$ cat src/hw/rtl/mws_pkg.sv
// shared constants, register indexes and types for the masked 3x3 window sum block
package mws_pkg;

    localparam int MAX_WIDTH_DEFAULT = 512;

    localparam int PIXEL_W   = 8;
    localparam int SUM_W     = 12;
    localparam int LINE_CFG_W = 10;
    localparam int MASK_W    = 9;
    localparam int CFG_DATA_W = 10;
    localparam int WIN_TAPS  = 9;

    localparam logic [LINE_CFG_W-1:0] LINE_WIDTH_RESET  = 10'd450;
    localparam logic [MASK_W-1:0]     WINDOW_MASK_RESET = 9'd341;
    localparam logic [SUM_W-1:0]      SUM_MAX           = 12'd2295;

    typedef enum logic [0:0] {
        REG_LINE_WIDTH  = 1'b0,
        REG_WINDOW_MASK = 1'b1
    } cfg_reg_t;

    typedef logic [PIXEL_W-1:0] pixel_t;

    typedef struct packed {
        logic full;
        logic last;
    } win_flags_t;

endpackage

$ cat src/hw/rtl/mws_window.sv
// 3x3 window shift registers and masked sum of the window
module mws_window (
    input  logic                        aclk,
    input  logic                        aresetn,
    input  logic                        shift_en,
    input  mws_pkg::pixel_t             top_px,
    input  mws_pkg::pixel_t             mid_px,
    input  mws_pkg::pixel_t             bot_px,
    input  logic [mws_pkg::MASK_W-1:0]  window_mask,
    output logic [mws_pkg::SUM_W-1:0]   window_sum
);

    mws_pkg::pixel_t win_reg [mws_pkg::WIN_TAPS];

    always_ff @(posedge aclk) begin
        if (!aresetn) begin
            for (int i = 0; i < mws_pkg::WIN_TAPS; i++) begin
                win_reg[i] <= '0;
            end
        end else if (shift_en) begin
            win_reg[0] <= win_reg[1];
            win_reg[1] <= win_reg[2];
            win_reg[2] <= top_px;
            win_reg[3] <= win_reg[4];
            win_reg[4] <= win_reg[5];
            win_reg[5] <= mid_px;
            win_reg[6] <= win_reg[7];
            win_reg[7] <= win_reg[8];
            win_reg[8] <= bot_px;
        end
    end

    always_comb begin
        logic [mws_pkg::SUM_W-1:0] acc;
        acc = '0;
        for (int i = 0; i < mws_pkg::WIN_TAPS; i++) begin
            if (window_mask[i]) begin
                acc = acc + mws_pkg::SUM_W'(win_reg[i]);
            end
        end
        window_sum = acc;
    end

endmodule

$ cat config.mk
export PLATFORM = sky130hd
export DESIGN_NAME = mws_window
export DESIGN_NICKNAME = d
export VERILOG_FILES = /design/src/hw/rtl/mws_pkg.sv /design/src/hw/rtl/mws_window.sv
export SDC_FILE = /design/constraint.sdc
export NUM_CORES = 1
export LEC_CHECK = 0
export ABC_AREA = 1
export BUFFER_PORTS_ARGS = -buffer_cell sky130_fd_sc_hd__buf_2
export CAP_MARGIN = 20
export CORE_ASPECT_RATIO = 1.5
export CORE_MARGIN = 4
export CORE_UTILIZATION = 30
export DETAILED_ROUTE_END_ITERATION = 16
export GPL_ROUTABILITY_DRIVEN = 0
export GPL_TIMING_DRIVEN = 1
export PLACE_DENSITY = 0.5
export SLEW_MARGIN = 40
export SYNTH_ARGS = -nofsm -noshare
export SYNTH_HDL_FRONTEND = slang
export SYNTH_SLANG_ARGS = --single-unit
export TNS_END_PERCENT = 100
$ cat constraint.sdc
create_clock -name aclk -period 10.24 [get_ports aclk]
set_input_delay 1.536 -clock aclk [delete_from_list [all_inputs] [get_ports aclk]]
set_output_delay 1.536 -clock aclk [all_outputs]
set_load 0.02 [all_outputs]
=== After elaboration in Yosys (flattened, before gate mapping) ===
Memories as Yosys holds them, arrays and structs flattened.
Index checks and enable logic that the tools add are counted.

* $add $sub $neg: 8
* Mux-type cells: 22
* Bitwise gates (word level): 9

{| class="wikitable"
|+ Operators by type and width
! cell !! count
|-
| 12-bit by 8-bit adder with 12-bit output || 8
|-
| 12-bit two-way mux || 8
|-
| 8-bit two-way mux || 10
|-
| 1-bit bitwise OR || 9
|-
| 1-bit two-way mux || 4
|}

* Bits in registers: 0
* Memory bits (writable): 72
* Output and inout port bits: 12
* Logic and storage cells: 40
* Memories kept: 1

{| class="wikitable"
|+ Memory list
! name !! words !! width !! rd ports !! clocked after memory_dff !! wr ports !! line !! text
|-
| win_reg || 9 || 8 || 9 || 0 || 9 || mws_window.sv:13 || <nowiki>mws_pkg::pixel_t win_reg [mws_pkg::WIN_TAPS];</nowiki>
|}

=== Depth between registers and ports, before layout ===
Gate-level depths: netlist (run 1).

* Word-level depth: 17
* Depth in mapped cells: 61
* Gate-level depth less buffers: 60

=== Worst setup path before layout (run 1) ===
No wires, ideal clock.

* Path type: input port to output port
* Start: input port window_mask[0] in the netlist's numbering
* End: output port window_sum[10] in the netlist's numbering
* Data arrival time: 8.716 ns
* Data required time: 8.704 ns
* Path slack: -0.012 ns
* Cell stages on the path: 44
* Path buffers: 1
* Path through: buf_4 -> nand2_1 -> inv_1 -> ha_1 -> inv_1 -> fa_1 -> o21ai_1 -> fa_1 -> inv_1 -> o21ai_1 -> inv_1 -> fa_1 -> o21ai_1 -> inv_1 -> fa_1 -> xor2_1 -> o21ai_1 -> ha_1 -> (+8 left out) -> o21ai_0 -> o21ai_0 -> ha_1 -> a21oi_1 -> nand2_1 -> xnor2_1 -> nand2_1 -> and2_1 -> ha_1 -> nand2_1 -> o21ai_0 -> a21oi_1 -> inv_1 -> a21oi_1 -> nor2_1 -> nand3_1 -> nor2_2 -> xor2_1

* Longest elaborated chain between the ends: 17

{| class="wikitable"
|+ RTL lines
! item !! line !! text
|-
| start, declared || mws_window.sv:9 || <nowiki>input logic [mws_pkg::MASK_W-1:0] window_mask,</nowiki>
|-
| 8-bit two-way mux * || mws_window.sv:37 || <nowiki>if (window_mask[i]) begin</nowiki>
|-
| 12-bit by 8-bit adder with 12-bit output || mws_window.sv:38 || <nowiki>acc = acc + mws_pkg::SUM_W'(win_reg[i]);</nowiki>
|-
| 12-bit two-way mux * || mws_window.sv:37 ||
|-
| 12-bit by 8-bit adder with 12-bit output || mws_window.sv:38 ||
|-
| 12-bit two-way mux * || mws_window.sv:37 ||
|-
| 12-bit by 8-bit adder with 12-bit output || mws_window.sv:38 ||
|-
| 12-bit two-way mux * || mws_window.sv:37 ||
|-
| 12-bit by 8-bit adder with 12-bit output || mws_window.sv:38 ||
|-
| 12-bit two-way mux * || mws_window.sv:37 ||
|-
| 12-bit by 8-bit adder with 12-bit output || mws_window.sv:38 ||
|-
| 12-bit two-way mux * || mws_window.sv:37 ||
|-
| 12-bit by 8-bit adder with 12-bit output || mws_window.sv:38 ||
|-
| 12-bit two-way mux * || mws_window.sv:37 ||
|-
| 12-bit by 8-bit adder with 12-bit output || mws_window.sv:38 ||
|-
| 12-bit two-way mux * || mws_window.sv:37 ||
|-
| 12-bit by 8-bit adder with 12-bit output || mws_window.sv:38 ||
|-
| 12-bit two-way mux * || mws_window.sv:37 ||
|-
| end, declared || mws_window.sv:10 || <nowiki>output logic [mws_pkg::SUM_W-1:0] window_sum</nowiki>
|}

Every way passes the cells marked *; elsewhere a longest branch is shown, timed or not.

=== Final worst setup path (run 1) ===
* Start: input port window_mask[0] in the netlist's numbering
* End: output port window_sum[6] in the netlist's numbering

The elaborated chain is that of the path after synthesis.

==> reports/metrics.cfg, run 1 <==
[detailed_routing]
drc=0
postRouteAntennaNets=0
met1_length_um=6680
first_iter_violations=176
avgRoutedWirePerCell_um=12.4
num_vias=6610
wl_um=18200
routed.top_layer=met4
drt_first_pass_iters=4
wl_met3_um=359
viasPerCell=4.51
dr_wl_met2_um=10700

[status]
outcome=complete, but fails checks
violations=setup timing

[timing]
fmax_ghz=0.0968
finalHoldViolCount=0
min_period_ns=10.33
drv_slew=0
tightest_slew_ns=0.633
slew-limit-headroom_pct=57.6
rsz0062_at_grt=yes
worst_clock_skew_ns=0.00210
fin_crit_sh_pct=101
setup_violations=2
postLayoutSetupSlackWorst_ns=-0.0949

[setup_path]
end_kind=primary output
reg2reg_from=win_reg[2][1]
critPathRequiredTime_ns=8.70
r2r-end=win_reg[1][9]
path_max_fanout=5
cp_data_arrival_time_ns=8.80
r2r_setup_slack_ns=9.34
cp_slowest_cell=ha_1
worst_setup_path_start_kind=primary input
cpMostUsedCell=buf_4
r2r_cells=2
max_stage_delay_ns=0.39
path_class=in -> out

[floorplan]
core_area_um2=22300
ios=48
die_w_um=131
die_y_um=192
start_util_pct=30.5
row_count=67
dieArea_um2=25200

[grt]
grt_pass1_vias=6855
grt_pass1_wl_um=29300
overflow=0
antenna_found_initial=1
grt_max_degree=73
grt_usage_pct=14.5

[yosys]
synthTopCellsByArea=edfxtp_1 32%, nand2_1 13%, ha_1 12%, inv_1 9.8%, nor2_1 5.6%
yosysTopAreaCell=edfxtp_1
yosysMostFrequentCell=nand2_1
synth_flop_cell=edfxtp_1
synth_seq_area_share_pct=31.8
yosysWarnings=0
ys_ff_latch=72
synth_area_um2=6790
synth_edf_count=72
synth_top_area_share_pct=31.8
syn-instance-count=927
synth_common_cells=228 x nand2_1, 177 x inv_1, 101 x nor2_1, 72 x edfxtp_1, 64 x ha_1
avgSynthCellArea_um2=7.32
synth_nets=1035
ys_types=40
async_reset_ff_share_pct=0

[clock_tree]
path_clk_slew_ns=0.06
h-tree-depth=3
cts_tree=done
clk_latency_ns=0.35
cts_root_buf=clkbuf_16
cts.path.max_buffers=2
clkSinkCount=72
numCtsBuffers=9
cts.hold.buffers_added=0

[pwr]
ir_drop_uv=150
leakagePower_nw=5.12
power.density_nw_per_um2=169
total_power_w=0.00172

[cells_and_area]
diodes=0
drive_above_1_share_pct=41.8
largest_reg_flops=72
fin_nets=1295
fin_area_um2=10200
syn2layout_area_growth_pct=50.1

[place]
post_dp_cell_area_um2=8410
hpwlAfterDp_um=12800
io_buffer_count=47

[job]
cap_viol_max_count=0

[min_path]
hold_start=win_reg[2][8]
hp-class=reg -> reg
holdPathEnd=win_reg[2][0]
min_path_cells=2

layout make-up:
cell class	instances	area [µm²]
Timing Repair Buffer	265	1920
Clock buffer	9	225
Tap cell	276	345
Multi-Input combinational cell	653	4770
Fill cell	2231	12100
Clock inverter	6	61.3
Inverter	186	706
Sequential cell	72	2160
metal layers:
layer | global-route usage (%) | vias to the layer above
li1 | - | 3460
met1 | 13.6 | 3065
met2 | 30.8 | 59
met3 | 1.74 | 26
met4 | 4.87 | 0
met5 | 0 | -
timing repair:
action / CTS / global route
gates resized for setup: 84 / 137
setup buffers: 44 / 25
pin swaps: 73 / 109
setup endpoints to repair: 7 / 7
stage by stage:
stage	worst slack [ns]	cells	utilization [%]	hold slack, ns	TNS (ns)
after floorplan	0.0570	927	-	0.552	0
after global placement	-0.670	1383	37.7	0.564	-2.96
after global routing	-0.521	1467	45.7	0.604	-2.39
after detailed placement	-0.690	1383	37.7	0.568	-3.15
after CTS	-0.111	1442	42.1	0.584	-0.346
final	-0.0949	1467	45.7	0.584	-0.120
worst max-delay path by stage:
stage                endpoint  cells after the start  slack, ns           start
2_1_floorplan  window_sum[10]                     44       0.06  window_mask[0]
3_3_place_gp   window_sum[10]                     45      -0.67  window_mask[0]
3_5_place_dp   window_sum[10]                     45      -0.69  window_mask[0]
4_1_cts        window_sum[11]                     49      -0.11  window_mask[0]
5_1_grt        window_sum[11]                     52      -0.52  window_mask[0]
6_report        window_sum[6]                     50      -0.09  window_mask[0]
placed cells by master, fill, tap and decap left out, drive strengths merged:
| cell type | n |
|---|---|
| and2 | 5 |
| edfxtp | 72 |
| a21o | 3 |
| nand4 | 5 |
| inv | 186 |
| xnor2 | 13 |
| o21ai | 54 |
| or2 | 3 |
| a31oi | 8 |
| o22ai | 1 |
| nand2 | 249 |
| nand3 | 52 |
| clkinvlp | 2 |
| a21oi | 50 |
| bufinv | 1 |
| buf | 265 |
| fa | 8 |
| o21bai | 1 |
| clkinv | 3 |
| o31ai | 1 |
| nand3b | 5 |
| nor2 | 106 |
| o211ai | 1 |
| clkbuf | 9 |
| ha | 64 |
| nor3 | 3 |
| a21boi | 1 |
| xor2 | 20 |
report_power, final:
group / switching [W] / internal (W) / total, W / leakage (nW)
Clock: 0.000136 / 0.000186 / 0.000322 / 0.133
Sequential: 0.0000152 / 0.000347 / 0.000362 / 0.793
Combinational: 0.000493 / 0.000543 / 0.00104 / 4.19
logic make-up after synthesis:
kind of cell	synth area share, %
flops	31.8
simple gates	28.3
compound gates	9.66
fa+ha+maj	14.2
xor+xnor	4.26
buf+inv	11.8
worst max-delay path: cells and delay by family:
kind            cells  cell delay (ns)
simple gates        9             0.74
compound gates     11             1.39
buf+inv            17             1.85
xor+xnor            5             0.83
fa+ha+maj           8             2.45
(Power assumes the default switching activity.)
==> inputs of run 2 (changes only) <==
- PLACE_DENSITY: 0.5 -> 0.48
- clock period: 10.24 -> 11.5 ns (I/O delays scaled with it)
==> reports/metrics.cfg, run 2 (same netlist as run 1, synthesis figures left out) <==
[cells_and_area]
diodes=0
drive_above_1_share_pct=22.6
regArea_um2=2160
final_common_cell=nand2_1
layout_common_cells=222 x nand2_1, 175 x inv_1, 100 x nor2_1
multiInputGateArea_um2=4320
largest_reg_flops=72
syn2layout_area_growth_pct=21.8
fillers=2367
postLayoutCoreUtil_pct=37.1
stdcell_count=1275
fin_nets=1102

[clock_tree]
cts_tree=done
clk_latency_ns=0.35
h-tree-depth=3
numCtsBuffers=9
clkSinkCount=72
cts_root_buf=clkbuf_16
path_clk_slew_ns=0.07
cts.path.max_buffers=2

[setup_path]
path_max_fanout=8
end_kind=primary output
max_stage_delay_ns=0.55
worst_setup_path_start_kind=primary input
path_class=in -> out
cp_data_arrival_time_ns=9.28
cp_slowest_cell=fa_2
critPathRequiredTime_ns=9.78
cpMostUsedCell=inv_1
cp_num_buf_inv=15
critPathTopFamily=adder cells

[place]
hpwlAfterDp_um=12000
place_inst=1237
io_buffer_count=47
dp_slack_ns=-0.286

[grt]
grt_busiest_layer=met2
antenna_found_initial=1
grtUsageMet1_pct=13.2
met2_usage_pct=26.6
met3_usage_pct=1.83
grt_usage_pct=13.1
overflow=0
grt_max_degree=73
grt_pass1_vias=5718
grt_pass1_wl_um=26100

[detailed_routing]
postRouteAntennaNets=0
drt_first_pass_iters=4
wl_um=16200
avgRoutedWirePerCell_um=12.7
viasPerCell=4.54
num_vias=5784
first_iter_violations=164
drc=0

[floorplan]
die_y_um=192
start_util_pct=30.5
ios=48
dieArea_um2=25200
die_w_um=131
row_count=67
core_area_um2=22300

[pwr]
ir_drop_uv=74.8
power.density_nw_per_um2=146
leakagePower_nw=4.13
total_power_w=0.00121

[timing]
worst_clock_skew_ns=0.00847
setup_violations=0
tightest_slew_ns=0.734
drv_slew=0
min_period_ns=11.00
tns_ns=0
fin_crit_sh_pct=95.7
slew-limit-headroom_pct=51.1
finalHoldViolCount=0
fmax_ghz=0.0909
postLayoutSetupSlackWorst_ns=0.495

[job]
cap_viol_max_count=0

[status]
outcome=finished, final reports clean

[min_path]
hp-class=reg -> reg

run 2: worst reg2reg max path, stage by stage, from the launching register on:
cell and delay (ns):
edfxtp_1 0.41, inv_1 0.13, nor2_1 0.06
run 2: through the flow:
stage / hold WS, ns / cell area [µm²]
global route: 0.606 / 8270
detailed placement: 0.567 / 7310
floorplan: 0.552 / 6790
finish: 0.579 / 8270
global placement: 0.565 / 7300
CTS: 0.584 / 7610
run 2: worst paths after layout:
path                        from        endpoint  slack (ns)  cells after the start
setup / recovery  window_mask[0]  window_sum[11]        0.50                     45
hold / removal    win_reg[0][15]   win_reg[0][7]        0.58                      2
setup reg to reg   win_reg[2][9]   win_reg[2][1]       10.64                      2
hold reg to reg   win_reg[0][15]   win_reg[0][7]        0.58                      2
run 2: repair_timing:
action,in CTS,in global routing
pin swaps,0,42
buffers inserted,0,22
cloned,0,0
resized for setup,5,96
endpoints found under the setup margin,4,6
hold buffers,0,0
run 2: power breakdown:
part / internal [W] / switching, W / total [W] / leakage [nW]
clock: 0.000168 / 0.000124 / 0.000292 / 0.138
sequential: 0.000309 / 0.0000125 / 0.000321 / 0.793
combinational: 0.000256 / 0.000341 / 0.000597 / 3.20
total: 0.000733 / 0.000477 / 0.00121 / 4.13
run 2: final cells by class:
class | count | share of cell area [%]
inverters | 186 | 8.44
flip-flops and latches | 72 | 26.1
clock buffers | 9 | 2.72
repair buffers | 72 | 5.42
well taps | 276 | 4.18
multi-input cells | 653 | 52.3
clock inverters | 7 | 0.847
run 2: metal layers:
layer | up-vias | wire length [µm]
met5 | - | 13
met4 | 2 | 354
met3 | 25 | 295
met2 | 53 | 9240
met1 | 2626 | 6300
li1 | 3078 | -
